**src/rtl/grc_pkg.sv**
```systemverilog
// shared constants, register map and helpers for the grid raycast column block
// used by grc_div and grid_raycast_column; no dependencies
`timescale 1ns / 1ps
package grc_pkg;

  localparam int MAP_SIZE   = 32;
  localparam int MAX_STEPS  = 64;
  localparam int MAP_CELLS  = MAP_SIZE * MAP_SIZE;
  localparam int MAP_ADDR_W = $clog2(MAP_CELLS);
  localparam int STEP_W     = $clog2(MAX_STEPS + 1);
  // signed cell index: start cell 0..31 plus up to 64 steps either way
  localparam int CELL_W     = 10;

  localparam int DIV_NUM_W  = 32;
  localparam int DIV_DEN_W  = 17;
  localparam int DIV_CNT_W  = $clog2(DIV_NUM_W);

  localparam int PADDR_W    = 5;

  localparam logic [25:0] DELTA_SAT = 26'h3FF_FFFF;
  localparam logic [20:0] LINE_SAT  = 21'h10_0000;
  localparam int          RAY_LIM   = 131071;

  localparam logic OP_WRITE = 1'b0;
  localparam logic OP_CAST  = 1'b1;

  localparam logic [2:0] REG_PLAYER_X = 3'd0;
  localparam logic [2:0] REG_PLAYER_Y = 3'd1;
  localparam logic [2:0] REG_DIR_X    = 3'd2;
  localparam logic [2:0] REG_DIR_Y    = 3'd3;
  localparam logic [2:0] REG_PLANE_X  = 3'd4;
  localparam logic [2:0] REG_PLANE_Y  = 3'd5;
  localparam logic [2:0] REG_WIDTH    = 3'd6;
  localparam logic [2:0] REG_HEIGHT   = 3'd7;

  typedef struct packed {
    logic                 start;
    logic [DIV_NUM_W-1:0] num;
    logic [DIV_DEN_W-1:0] den;
  } div_req_t;

  function automatic logic [MAP_ADDR_W-1:0] map_addr(input logic [CELL_W-2:0] row,
                                                     input logic [CELL_W-2:0] col);
    map_addr = MAP_ADDR_W'(int'(row) * MAP_SIZE + int'(col));
  endfunction

endpackage

```
**src/rtl/grc_ram.sv**
```systemverilog
// generic single-port-write, registered-read ram
// no dependencies
`timescale 1ns / 1ps
module grc_ram #(
  parameter int WIDTH = 1,
  parameter int DEPTH = 1024
) (
  input  logic                     clk_i,
  input  logic                     we_i,
  input  logic [$clog2(DEPTH)-1:0] waddr_i,
  input  logic [WIDTH-1:0]         wdata_i,
  input  logic [$clog2(DEPTH)-1:0] raddr_i,
  output logic [WIDTH-1:0]         rdata_o
);

  logic [WIDTH-1:0] mem [DEPTH];
  logic [WIDTH-1:0] rdata_q;

  always_ff @(posedge clk_i) begin
    if (we_i) begin
      mem[waddr_i] <= wdata_i;
    end
    rdata_q <= mem[raddr_i];
  end

  assign rdata_o = rdata_q;

endmodule

```
**src/rtl/grc_div.sv**
```systemverilog
// iterative restoring divider, one quotient bit per cycle
// depends on grc_pkg
`timescale 1ns / 1ps
module grc_div (
  input  logic                              clk_i,
  input  logic                              rst_ni,
  input  grc_pkg::div_req_t                 req_i,
  output logic                              done_o,
  output logic [grc_pkg::DIV_NUM_W-1:0]     quot_o
);
  import grc_pkg::*;

  logic                 busy_q, busy_d;
  logic                 done_q, done_d;
  logic [DIV_CNT_W-1:0] cnt_q, cnt_d;
  logic [DIV_NUM_W-1:0] num_q, num_d;
  logic [DIV_DEN_W-1:0] rem_q, rem_d;
  logic [DIV_DEN_W-1:0] den_q, den_d;
  logic [DIV_DEN_W:0]   rem_sh;
  logic                 ge;

  always_comb begin
    busy_d = busy_q;
    done_d = 1'b0;
    cnt_d  = cnt_q;
    num_d  = num_q;
    rem_d  = rem_q;
    den_d  = den_q;
    rem_sh = {rem_q, num_q[DIV_NUM_W-1]};
    ge     = rem_sh >= {1'b0, den_q};
    if (req_i.start) begin
      busy_d = 1'b1;
      cnt_d  = '0;
      num_d  = req_i.num;
      rem_d  = '0;
      den_d  = req_i.den;
    end else if (busy_q) begin
      // quotient bits shift in behind the numerator
      num_d = {num_q[DIV_NUM_W-2:0], ge};
      rem_d = ge ? DIV_DEN_W'(rem_sh - {1'b0, den_q}) : rem_sh[DIV_DEN_W-1:0];
      cnt_d = cnt_q + 1'b1;
      if (cnt_q == DIV_CNT_W'(DIV_NUM_W - 1)) begin
        busy_d = 1'b0;
        done_d = 1'b1;
      end
    end
  end

  always_ff @(posedge clk_i or negedge rst_ni) begin
    if (!rst_ni) begin
      busy_q <= 1'b0;
      done_q <= 1'b0;
      cnt_q  <= '0;
    end else begin
      busy_q <= busy_d;
      done_q <= done_d;
      cnt_q  <= cnt_d;
    end
  end

  always_ff @(posedge clk_i) begin
    num_q <= num_d;
    rem_q <= rem_d;
    den_q <= den_d;
  end

  assign done_o = done_q;
  assign quot_o = num_q;

endmodule

```
**src/rtl/grid_raycast_column.sv**
```systemverilog
// top level of the grid raycast column block: registers, sequencer, map, divider
// depends on grc_pkg, grc_ram, grc_div
//
// Usage
//   s_axis carries one transaction per item. tuser is the opcode: a map write
//   sets one cell; a cast forms the ray, walks the grid and returns one
//   transaction on m_axis with the wall span for that column.
//   A cast makes up to six passes of the shared divider (two ray terms, two
//   step lengths, distance, line height) and runs the step/map-read/test
//   loop on the map ram for each grid step; a step that leaves the map skips
//   the test.
//   One item is worked on at a time; s_axis_tready is high only when idle.
//   The result sits in an output register, so the next item is accepted while
//   it waits; if the receiver still stalls when the next cast ends, the
//   sequencer holds until the output register frees.
//   After reset the map ram is cleared one cell per cycle; no item is taken
//   meanwhile, register writes are taken at any time.
//   Registers sit on the apb port at byte address 4*index and read back.
`timescale 1ns / 1ps
module grid_raycast_column (
  input  logic        clk_i,
  input  logic        rst_ni,
  input  logic        s_axis_tvalid,
  output logic        s_axis_tready,
  // cell_x[4:0], cell_y[9:5], cell_is_wall[10], screen_column[22:11]
  input  logic [23:0] s_axis_tdata,
  // opcode[0]
  input  logic        s_axis_tuser,
  output logic        m_axis_tvalid,
  input  logic        m_axis_tready,
  // column_out[11:0], draw_start[23:12], draw_end[35:24], wall_side[36],
  // hit_row[41:37], hit_col[46:42], wall_distance[62:47], forced_hit[63]
  output logic [63:0] m_axis_tdata,
  input  logic        psel,
  input  logic        penable,
  input  logic        pwrite,
  input  logic [grc_pkg::PADDR_W-1:0] paddr,
  input  logic [31:0] pwdata,
  output logic [31:0] prdata,
  output logic        pready
);
  import grc_pkg::*;

  typedef enum logic [4:0] {
    S_CLEAR, S_IDLE, S_MULX, S_RXGO, S_RXW, S_MULY, S_RYGO, S_RYW,
    S_DXGO, S_DXW, S_DYGO, S_DYW, S_SIDEX, S_SIDEY, S_SIDEZ,
    S_STEP, S_RD, S_CHK, S_DGO, S_DW, S_LGO, S_LW, S_FIN
  } state_e;

  // configuration registers
  logic [14:0]        px_q, py_q;
  logic signed [15:0] dirx_q, diry_q, cpx_q, cpy_q;
  logic [12:0]        sw_q, sh_q;
  logic               cfg_wr;

  assign pready = 1'b1;
  assign cfg_wr = psel & penable & pwrite;

  always_ff @(posedge clk_i or negedge rst_ni) begin
    if (!rst_ni) begin
      px_q   <= 15'd22528;
      py_q   <= 15'd11776;
      dirx_q <= -16'sd16384;
      diry_q <= '0;
      cpx_q  <= '0;
      cpy_q  <= 16'sd16384;
      sw_q   <= 13'd960;
      sh_q   <= 13'd480;
    end else if (cfg_wr) begin
      case (paddr[4:2])
        REG_PLAYER_X: px_q   <= pwdata[14:0];
        REG_PLAYER_Y: py_q   <= pwdata[14:0];
        REG_DIR_X:    dirx_q <= pwdata[15:0];
        REG_DIR_Y:    diry_q <= pwdata[15:0];
        REG_PLANE_X:  cpx_q  <= pwdata[15:0];
        REG_PLANE_Y:  cpy_q  <= pwdata[15:0];
        REG_WIDTH:    sw_q   <= pwdata[12:0];
        REG_HEIGHT:   sh_q   <= pwdata[12:0];
        default: ;
      endcase
    end
  end

  always_comb begin
    case (paddr[4:2])
      REG_PLAYER_X: prdata = {17'd0, px_q};
      REG_PLAYER_Y: prdata = {17'd0, py_q};
      REG_DIR_X:    prdata = {16'd0, dirx_q};
      REG_DIR_Y:    prdata = {16'd0, diry_q};
      REG_PLANE_X:  prdata = {16'd0, cpx_q};
      REG_PLANE_Y:  prdata = {16'd0, cpy_q};
      REG_WIDTH:    prdata = {19'd0, sw_q};
      REG_HEIGHT:   prdata = {19'd0, sh_q};
      default:      prdata = '0;
    endcase
  end

  // sequencer state and datapath registers
  state_e                  state_q;
  logic [MAP_ADDR_W-1:0]   clr_q;
  logic [11:0]             col_q;
  logic [12:0]             w_q, h_q;
  logic signed [14:0]      cm_q;
  logic signed [42:0]      prod_q;
  logic signed [17:0]      rx_q, ry_q;
  logic [25:0]             dx_q, dy_q;
  logic [33:0]             sx_q, sy_q;
  logic signed [CELL_W-1:0] mx_q, my_q;
  logic [STEP_W-1:0]       steps_q;
  logic                    side_q, forced_q;
  logic [15:0]             dist_q;
  logic [20:0]             line_q;
  logic                    m_valid_q;
  logic [63:0]             m_data_q;

  // shared multiplier
  logic signed [26:0] mul_a;
  logic signed [15:0] mul_b;
  logic signed [42:0] mul_p;
  logic [10:0]        fx, fy;

  assign fx = rx_q[17] ? {1'b0, px_q[9:0]} : 11'(11'd1024 - {1'b0, px_q[9:0]});
  assign fy = ry_q[17] ? {1'b0, py_q[9:0]} : 11'(11'd1024 - {1'b0, py_q[9:0]});

  always_comb begin
    case (state_q)
      S_MULX: begin
        mul_a = {{12{cm_q[14]}}, cm_q};
        mul_b = cpx_q;
      end
      S_MULY: begin
        mul_a = {{12{cm_q[14]}}, cm_q};
        mul_b = cpy_q;
      end
      S_SIDEX: begin
        mul_a = $signed({1'b0, dx_q});
        mul_b = $signed({5'd0, fx});
      end
      S_SIDEY: begin
        mul_a = $signed({1'b0, dy_q});
        mul_b = $signed({5'd0, fy});
      end
      default: begin
        mul_a = '0;
        mul_b = '0;
      end
    endcase
    mul_p = mul_a * mul_b;
  end

  // magnitudes and the ray term after division
  logic [42:0]        prod_abs;
  logic [16:0]        rxa, rya;
  logic signed [32:0] q_s, ray_sum;
  logic signed [17:0] ray_cl;
  logic signed [15:0] dir_sel;
  logic [DIV_NUM_W-1:0] quot;
  logic               div_done;

  assign prod_abs = prod_q[42] ? 43'(-prod_q) : prod_q;
  assign rxa      = rx_q[17] ? 17'(-rx_q) : rx_q[16:0];
  assign rya      = ry_q[17] ? 17'(-ry_q) : ry_q[16:0];
  assign dir_sel  = (state_q == S_RXW) ? dirx_q : diry_q;

  always_comb begin
    q_s     = prod_q[42] ? -$signed({1'b0, quot}) : $signed({1'b0, quot});
    ray_sum = {{17{dir_sel[15]}}, dir_sel} + q_s;
    if (ray_sum > 33'sd131071) begin
      ray_cl = 18'(RAY_LIM);
    end else if (ray_sum < -33'sd131071) begin
      ray_cl = 18'(-RAY_LIM);
    end else begin
      ray_cl = ray_sum[17:0];
    end
  end

  // distance numerator on the last stepped axis
  logic signed [CELL_W-1:0] cell_sel;
  logic                     neg_sel;
  logic [14:0]              pos_sel;
  logic signed [CELL_W+11:0] dnum;
  logic [CELL_W+10:0]        dnum_abs;
  logic [16:0]               den_sel;

  assign cell_sel = side_q ? my_q : mx_q;
  assign neg_sel  = side_q ? ry_q[17] : rx_q[17];
  assign pos_sel  = side_q ? py_q : px_q;
  assign den_sel  = side_q ? rya : rxa;
  assign dnum     = $signed({{2{cell_sel[CELL_W-1]}}, cell_sel, 10'd0})
                  + $signed({{(CELL_W+1){1'b0}}, neg_sel, 10'd0})
                  - $signed({{(CELL_W-3){1'b0}}, pos_sel});
  assign dnum_abs = dnum[CELL_W+11] ? (CELL_W+11)'(-dnum) : dnum[CELL_W+10:0];

  // divider requests
  div_req_t div_req;

  always_comb begin
    div_req.start = 1'b0;
    div_req.num   = '0;
    div_req.den   = '0;
    case (state_q)
      S_RXGO, S_RYGO: begin
        div_req.start = 1'b1;
        div_req.num   = prod_abs[DIV_NUM_W-1:0];
        div_req.den   = {4'd0, w_q};
      end
      S_DXGO: begin
        div_req.start = (rxa != '0);
        div_req.num   = DIV_NUM_W'(32'h0100_0000);
        div_req.den   = rxa;
      end
      S_DYGO: begin
        div_req.start = (rya != '0);
        div_req.num   = DIV_NUM_W'(32'h0100_0000);
        div_req.den   = rya;
      end
      S_DGO: begin
        div_req.start = (den_sel != '0);
        div_req.num   = DIV_NUM_W'({dnum_abs, 14'd0});
        div_req.den   = den_sel;
      end
      S_LGO: begin
        div_req.start = (dist_q != '0);
        div_req.num   = DIV_NUM_W'({h_q, 10'd0});
        div_req.den   = {1'b0, dist_q};
      end
      default: ;
    endcase
  end

  grc_div u_div (
    .clk_i  (clk_i),
    .rst_ni (rst_ni),
    .req_i  (div_req),
    .done_o (div_done),
    .quot_o (quot)
  );

  // map ram: clearing pass, cell writes and walk reads
  logic                  in_acc, cell_ok, ram_we, ram_wdata, ram_rdata;
  logic [MAP_ADDR_W-1:0] ram_waddr, ram_raddr;
  logic [4:0]            in_cx, in_cy;
  logic [11:0]           in_col;

  assign in_cx   = s_axis_tdata[4:0];
  assign in_cy   = s_axis_tdata[9:5];
  assign in_col  = s_axis_tdata[22:11];
  assign in_acc  = s_axis_tvalid & s_axis_tready;
  assign cell_ok = (int'(in_cx) < MAP_SIZE) && (int'(in_cy) < MAP_SIZE);

  always_comb begin
    if (state_q == S_CLEAR) begin
      ram_we    = 1'b1;
      ram_waddr = clr_q;
      ram_wdata = 1'b0;
    end else begin
      ram_we    = in_acc && (s_axis_tuser == OP_WRITE) && cell_ok;
      ram_waddr = map_addr((CELL_W-1)'(in_cx), (CELL_W-1)'(in_cy));
      ram_wdata = s_axis_tdata[10];
    end
  end

  assign ram_raddr = map_addr(mx_q[CELL_W-2:0], my_q[CELL_W-2:0]);

  grc_ram #(
    .WIDTH (1),
    .DEPTH (MAP_CELLS)
  ) u_map (
    .clk_i   (clk_i),
    .we_i    (ram_we),
    .waddr_i (ram_waddr),
    .wdata_i (ram_wdata),
    .raddr_i (ram_raddr),
    .rdata_o (ram_rdata)
  );

  // final span and clamped hit cell
  logic [11:0]           hh;
  logic [19:0]           lh;
  logic [20:0]           span_hi;
  logic [11:0]           ds, de;
  logic signed [CELL_W-1:0] mx_cl, my_cl;
  logic                  out_free, out_of_map;

  assign hh      = h_q[12:1];
  assign lh      = line_q[20:1];
  assign span_hi = {9'd0, hh} + {1'b0, lh};
  assign ds      = ({8'd0, hh} > lh) ? 12'({8'd0, hh} - lh) : 12'd0;
  assign de      = (span_hi >= {8'd0, h_q}) ? 12'(h_q - 13'd1) : span_hi[11:0];
  assign mx_cl   = mx_q[CELL_W-1] ? '0 :
                   (mx_q > CELL_W'(MAP_SIZE - 1)) ? CELL_W'(MAP_SIZE - 1) : mx_q;
  assign my_cl   = my_q[CELL_W-1] ? '0 :
                   (my_q > CELL_W'(MAP_SIZE - 1)) ? CELL_W'(MAP_SIZE - 1) : my_q;
  assign out_free   = !m_valid_q || m_axis_tready;
  assign out_of_map = mx_q[CELL_W-1] || my_q[CELL_W-1]
                   || (mx_q >= CELL_W'(MAP_SIZE)) || (my_q >= CELL_W'(MAP_SIZE));

  always_ff @(posedge clk_i or negedge rst_ni) begin
    if (!rst_ni) begin
      state_q   <= S_CLEAR;
      clr_q     <= '0;
      m_valid_q <= 1'b0;
      steps_q   <= '0;
    end else begin
      // in the final state the output register is refilled instead
      if (m_valid_q && m_axis_tready && (state_q != S_FIN)) begin
        m_valid_q <= 1'b0;
      end
      case (state_q)
        S_CLEAR: begin
          clr_q <= clr_q + 1'b1;
          if (clr_q == MAP_ADDR_W'(MAP_CELLS - 1)) begin
            state_q <= S_IDLE;
          end
        end
        S_IDLE: begin
          if (in_acc && (s_axis_tuser == OP_CAST)) begin
            col_q   <= in_col;
            w_q     <= (sw_q == '0) ? 13'd1 : (sw_q > 13'd4096) ? 13'd4096 : sw_q;
            h_q     <= (sh_q == '0) ? 13'd1 : (sh_q > 13'd4096) ? 13'd4096 : sh_q;
            cm_q    <= $signed({2'b00, in_col, 1'b0})
                     - $signed({2'b00, ((sw_q == '0) ? 13'd1 :
                                        (sw_q > 13'd4096) ? 13'd4096 : sw_q)});
            state_q <= S_MULX;
          end
        end
        S_MULX: begin
          prod_q  <= mul_p;
          state_q <= S_RXGO;
        end
        S_RXGO: state_q <= S_RXW;
        S_RXW: begin
          if (div_done) begin
            rx_q    <= ray_cl;
            state_q <= S_MULY;
          end
        end
        S_MULY: begin
          prod_q  <= mul_p;
          state_q <= S_RYGO;
        end
        S_RYGO: state_q <= S_RYW;
        S_RYW: begin
          if (div_done) begin
            ry_q    <= ray_cl;
            state_q <= S_DXGO;
          end
        end
        S_DXGO: begin
          if (rxa == '0) begin
            dx_q    <= DELTA_SAT;
            state_q <= S_DYGO;
          end else begin
            state_q <= S_DXW;
          end
        end
        S_DXW: begin
          if (div_done) begin
            dx_q    <= quot[25:0];
            state_q <= S_DYGO;
          end
        end
        S_DYGO: begin
          if (rya == '0) begin
            dy_q    <= DELTA_SAT;
            state_q <= S_SIDEX;
          end else begin
            state_q <= S_DYW;
          end
        end
        S_DYW: begin
          if (div_done) begin
            dy_q    <= quot[25:0];
            state_q <= S_SIDEX;
          end
        end
        S_SIDEX: begin
          prod_q  <= mul_p;
          state_q <= S_SIDEY;
        end
        S_SIDEY: begin
          sx_q    <= {7'd0, prod_q[36:10]};
          prod_q  <= mul_p;
          state_q <= S_SIDEZ;
        end
        S_SIDEZ: begin
          sy_q     <= {7'd0, prod_q[36:10]};
          mx_q     <= CELL_W'(px_q[14:10]);
          my_q     <= CELL_W'(py_q[14:10]);
          steps_q  <= '0;
          forced_q <= 1'b0;
          side_q   <= 1'b0;
          state_q  <= S_STEP;
        end
        S_STEP: begin
          // advance the axis whose side distance is smaller, y on a tie
          if (sx_q < sy_q) begin
            sx_q   <= sx_q + {8'd0, dx_q};
            mx_q   <= rx_q[17] ? mx_q - 1'b1 : mx_q + 1'b1;
            side_q <= 1'b0;
          end else begin
            sy_q   <= sy_q + {8'd0, dy_q};
            my_q   <= ry_q[17] ? my_q - 1'b1 : my_q + 1'b1;
            side_q <= 1'b1;
          end
          steps_q <= steps_q + 1'b1;
          state_q <= S_RD;
        end
        S_RD: begin
          if (out_of_map) begin
            forced_q <= 1'b1;
            state_q  <= S_DGO;
          end else begin
            state_q <= S_CHK;
          end
        end
        S_CHK: begin
          if (ram_rdata) begin
            state_q <= S_DGO;
          end else if (steps_q == STEP_W'(MAX_STEPS)) begin
            forced_q <= 1'b1;
            state_q  <= S_DGO;
          end else begin
            state_q <= S_STEP;
          end
        end
        S_DGO: begin
          if (den_sel == '0) begin
            dist_q  <= 16'hFFFF;
            state_q <= S_LGO;
          end else begin
            state_q <= S_DW;
          end
        end
        S_DW: begin
          if (div_done) begin
            dist_q  <= (quot > 32'h0000_FFFF) ? 16'hFFFF : quot[15:0];
            state_q <= S_LGO;
          end
        end
        S_LGO: begin
          if (dist_q == '0) begin
            line_q  <= LINE_SAT;
            state_q <= S_FIN;
          end else begin
            state_q <= S_LW;
          end
        end
        S_LW: begin
          if (div_done) begin
            line_q  <= (quot > 32'(LINE_SAT)) ? LINE_SAT : quot[20:0];
            state_q <= S_FIN;
          end
        end
        S_FIN: begin
          if (out_free) begin
            m_valid_q <= 1'b1;
            m_data_q  <= {forced_q, dist_q, my_cl[4:0], mx_cl[4:0], side_q, de, ds, col_q};
            state_q   <= S_IDLE;
          end
        end
        default: state_q <= S_IDLE;
      endcase
    end
  end

  assign s_axis_tready = (state_q == S_IDLE);
  assign m_axis_tvalid = m_valid_q;
  assign m_axis_tdata  = m_data_q;

  a_no_accept_clear: assert property (@(posedge clk_i) disable iff (!rst_ni)
    (state_q == S_CLEAR) |-> !s_axis_tready)
    else $error("item accepted during map clear");

  a_done_in_wait: assert property (@(posedge clk_i) disable iff (!rst_ni)
    div_done |-> (state_q == S_RXW || state_q == S_RYW || state_q == S_DXW ||
                  state_q == S_DYW || state_q == S_DW || state_q == S_LW))
    else $error("divider result outside a wait state");

  a_step_cap: assert property (@(posedge clk_i) disable iff (!rst_ni)
    steps_q <= STEP_W'(MAX_STEPS))
    else $error("walk ran past the step cap");

  a_result_from_fin: assert property (@(posedge clk_i) disable iff (!rst_ni)
    $rose(m_axis_tvalid) |-> $past(state_q == S_FIN))
    else $error("result raised outside the final state");

endmodule

```
**config.mk**
```make
export PLATFORM = sky130hd
export DESIGN_NAME = grid_raycast_column
export DESIGN_NICKNAME = d
export VERILOG_FILES = /design/src/rtl/grc_pkg.sv /design/src/rtl/grc_ram.sv /design/src/rtl/grc_div.sv /design/src/rtl/grid_raycast_column.sv
export SDC_FILE = /design/constraint.sdc
export NUM_CORES = 2
export LEC_CHECK = 0
export BUFFER_PORTS_ARGS = -buffer_cell sky130_fd_sc_hd__clkbuf_2
export CAP_MARGIN = 0
export CORE_ASPECT_RATIO = 1.75
export CORE_MARGIN = 5
export CORE_UTILIZATION = 61
export CTS_CLUSTER_DIAMETER = 40
export DETAILED_ROUTE_END_ITERATION = 7
export GPL_ROUTABILITY_DRIVEN = 0
export PLACE_DENSITY = 0.78
export RECOVER_POWER = 25
export SETUP_SLACK_MARGIN = 0.2
export SLEW_MARGIN = 20
export SYNTH_ARGS = -nofsm -noshare
export SYNTH_HDL_FRONTEND = slang
export SYNTH_SLANG_ARGS = --single-unit
export TNS_END_PERCENT = 1
```
**constraint.sdc**
```tcl
create_clock -name clk_i -period 41.3 [get_ports clk_i]
set_clock_uncertainty 0.1 [all_clocks]
set_input_delay 10.325 -clock clk_i [delete_from_list [all_inputs] [get_ports clk_i]]
set_output_delay 10.325 -clock clk_i [all_outputs]
set_load 0.01 [all_outputs]
```
==> run_results.csv <==
group,metric,value,unit
outcome,outcome,"finished with violations",
outcome,violations,"design-rule violations, max-capacitance violations, max-slew violations",
grt,grt_pass1_wl,434000,um
setup_path,endpoint_kind,"output port",
setup_path,crit_path_cell_trace,"clkbuf_2 -> inv_1 -> nor2_1 -> a22o_1 -> a221oi_1 -> nor2_1 -> clkbuf_2",
setup_path,arrival,12720,ps
pwr,irDropWorstVdd,0.0490,mV
floorplanning,core,157000,um^2
sta,fin_crit,23150,ps
finish,final_common_cell,"nor2_1",
route,firstDrtPassIters,8,
logic_synthesis,synthFlopType,"edfxtp_1",
sta,hold_viol_final,0,
clock_network,cts_resized,0,
sta,max-slew-margin-rel,-2.53,
pwr,p_leak,0.0378,uW
route,routed_wl,292000,um
setup_path,slowest_stage,"clkbuf_2",
logic_synthesis,synthArstFlopShare,0.0933,
logic_synthesis,ys_types,94,
setup_path,critical_path_required,30880,ps
placed_design,dp_hpwl,193000,um
finish,fin_nets,8991,
floorplanning,row_count,193,
finish,finish.instance_area,104000,um^2
clock_network,clkTransAtPathRegs,60,ps
setup_path,critical_path_buf_inv_count,3,
hold_path,min_path_type,"reg -> reg",
run,max_cap_violations,22,
clock_network,clockBufferDepth,3,
floorplanning,ios,168,
floorplanning,die_area,166000,um^2
sta,slew_viol_final,846,
finish,area_delta_synth_final,8.33,%
logic_synthesis,synth.avg_cell_area,11.7,um^2
placed_design,place_area,99000,um^2
route,vias_per_cell,6.63,
floorplanning,die_x,310,um
grt,grt_start_max_net_pins,305,
clock_network,cts_root_buf,"clkbuf_16",
logic_synthesis,ys.warnings.count,0,
sta,tightest_slew,5300,ps
clock_network,clock_latency,830,ps
sta,fin_crit_sh,0.560,
route,remaining_drc_errors,5,
grt,grt_antenna_before_repair,16,
setup_path,critPathMaxStageDelay,740,ps
route,dr_total_vias,68679,
route,routedWlPerCell,28.2,um
route,ant_nets,0,
logic_synthesis,syn_area,96300,um^2
clock_network,cts_setup_buffers,0,
clock_network,cts_buffers,162,
logic_synthesis,syn_inst,8221,
logic_synthesis,synth_edf_count,1440,
placed_design,dp.cells,10043,
clock_network,cts_hold_buffers,0,
sta,fin_setup_tns,0,ps
sta,grt_setup_unrepaired,"no",
grt,track_usage,0.354,
setup_path,critPathKind,"in -> out",
clock_network,cts.sinks,1608,
sta,fmax,43.2,MHz
placed_design,port_buffers,131,
pwr,cellPowerDensity,50.5,nW/um^2
clock_network,cts_tree,"yes",
setup_path,crit_path_max_fanout,37,
grt,grt_pass1_vias,70893,
floorplanning,start_util,0.612,
route,drt_iter0_drc,8031,
logic_synthesis,ys_ff_latch,1608,
clock_network,cts_max_level,4,
grt,gr-total-overflow,0,
floorplanning,dieHeight,536,um
sta,setup_viol,0,
setup_path,worstSetupStartpointType,"primary input",
finish,drive_gt1_frac,0.137,
logic_synthesis,synth_seq_area_share,0.492,
finish,final_cell_mix,"nor2_1, edfxtp_1, inv_1",
setup_path,path_delay_family,"buffers and inverters",
finish,fin_cells,10361,
-- through the flow --
stage | setup WS [ps] | power [uW] | hold slack [ps] | util
2_1_floorplan | 15270 | 3210 | 300 | -
3_3_place_gp | 18330 | 3670 | 302 | 0.629
3_5_place_dp | 18290 | 3720 | 305 | 0.629
4_1_cts | 18280 | 5220 | 315 | 0.664
5_1_grt | 18060 | 5460 | 326 | 0.662
6_report | 18150 | 5270 | 317 | 0.663
-- cell usage after synthesis (14+ instances only) --
cell / instances / area [um^2]
inv_1: 709 / 2660
nor2_1: 1610 / 6040
o21a_1: 25 / 188
and3_1: 23 / 144
or2_2: 31 / 194
dfxtp_1: 18 / 360
a22oi_1: 29 / 218
ha_1: 335 / 4190
buf_1: 71 / 267
a221oi_1: 30 / 263
or4_1: 21 / 158
nor4_1: 34 / 213
dfrtp_1: 132 / 3300
edfxtp_1: 1440 / 43200
mux2i_1: 63 / 631
mux2_2: 156 / 1760
or3_1: 58 / 363
buf_4: 17 / 128
nor2b_1: 46 / 288
nand2_1: 507 / 1900
a21oi_1: 244 / 1220
a211oi_1: 14 / 105
nand3_1: 81 / 405
xnor2_1: 247 / 2160
o31ai_1: 41 / 308
mux4_2: 350 / 7880
nor3_1: 82 / 410
dfstp_2: 18 / 473
and2_1: 50 / 313
o211ai_1: 16 / 120
o21ai_0: 259 / 1300
a31oi_1: 22 / 138
nand3b_1: 14 / 105
a21o_1: 84 / 631
o41ai_1: 15 / 131
nand4_1: 48 / 300
o21bai_1: 35 / 263
xor2_1: 102 / 893
fa_1: 427 / 8550
clkbuf_1: 412 / 1550
nand2b_1: 97 / 607
a222oi_1: 24 / 240
-- worst reg2reg max path, delay by kind of cell, from the launching register on --
kind / cells / cell delay [ps]
buffers and inverters: 5 / 1760
flip-flops: 1 / 680
XOR/XNOR: 1 / 210
adder cells (fa/ha/maj): 7 / 3450
AND/OR/NAND/NOR: 7 / 3210
AO/OA/AOI/OAI: 11 / 3590
-- where the power goes --
group,internal [uW],total (uW),switching [uW]
Sequential,1950,2110,166
Combinational,573,1640,1060
Clock,848,1520,673
-- final timing paths --
path | start | to | slack, ps | depth (start not counted)
min in group asynchronous | rst_ni | u_div.cnt_q[0] | 10220 | 1
setup / recovery | paddr[2] | prdata[10] | 18150 | 7
setup reg to reg | state_q[1] | prod_q[35] | 28100 | 31
hold / removal | col_q[4] | m_axis_tdata[4] | 320 | 0
max in group asynchronous | rst_ni | px_q[9] | 26350 | 3
hold reg to reg | col_q[4] | m_axis_tdata[4] | 320 | 0
-- kinds of logic after synthesis --
kind of cell	synth area share
DFF	0.492
adders and majority gates	0.132
AOI/OAI and AO/OA	0.0664
xor gates and xnor gates	0.0322
and+or+nand+nor	0.122
buffers and inverters	0.0487
muxes	0.107
other	0.0000780
-- per-layer routing --
layer	share of wire	global-route usage	vias to the layer above
li1	-	-	28673
met1	0.29	0.367	33761
met2	0.48	0.579	4535
met3	0.10	0.0989	1702
met4	0.12	0.319	8
met5	0.00015	0	-
-- flip-flops by register name, summed over array words and instances (netlist names), 17 cells and up --
| signal | cells |
|---|---|
| u_div.quot_o | 32 |
| sy_q | 34 |
| u_div.den_q | 17 |
| u_map.mem | 1024 |
| dx_q | 26 |
| ry_q | 18 |
| dy_q | 26 |
| sx_q | 34 |
| u_div.rem_q | 17 |
| line_q | 20 |
| prod_q | 38 |
| rx_q | 18 |
| m_axis_tdata | 64 |
-- cell type report --
class	instances	area [um^2]
diodes	17	42.5
clock inverters	101	1150
repair buffers	269	1640
clock buffers	200	4320
multi-input cells	5408	44500
inverters	711	2670
well taps	2047	2560
flip-flops and latches	1608	47400
fillers	11224	53100
(Power assumes the default switching activity.)
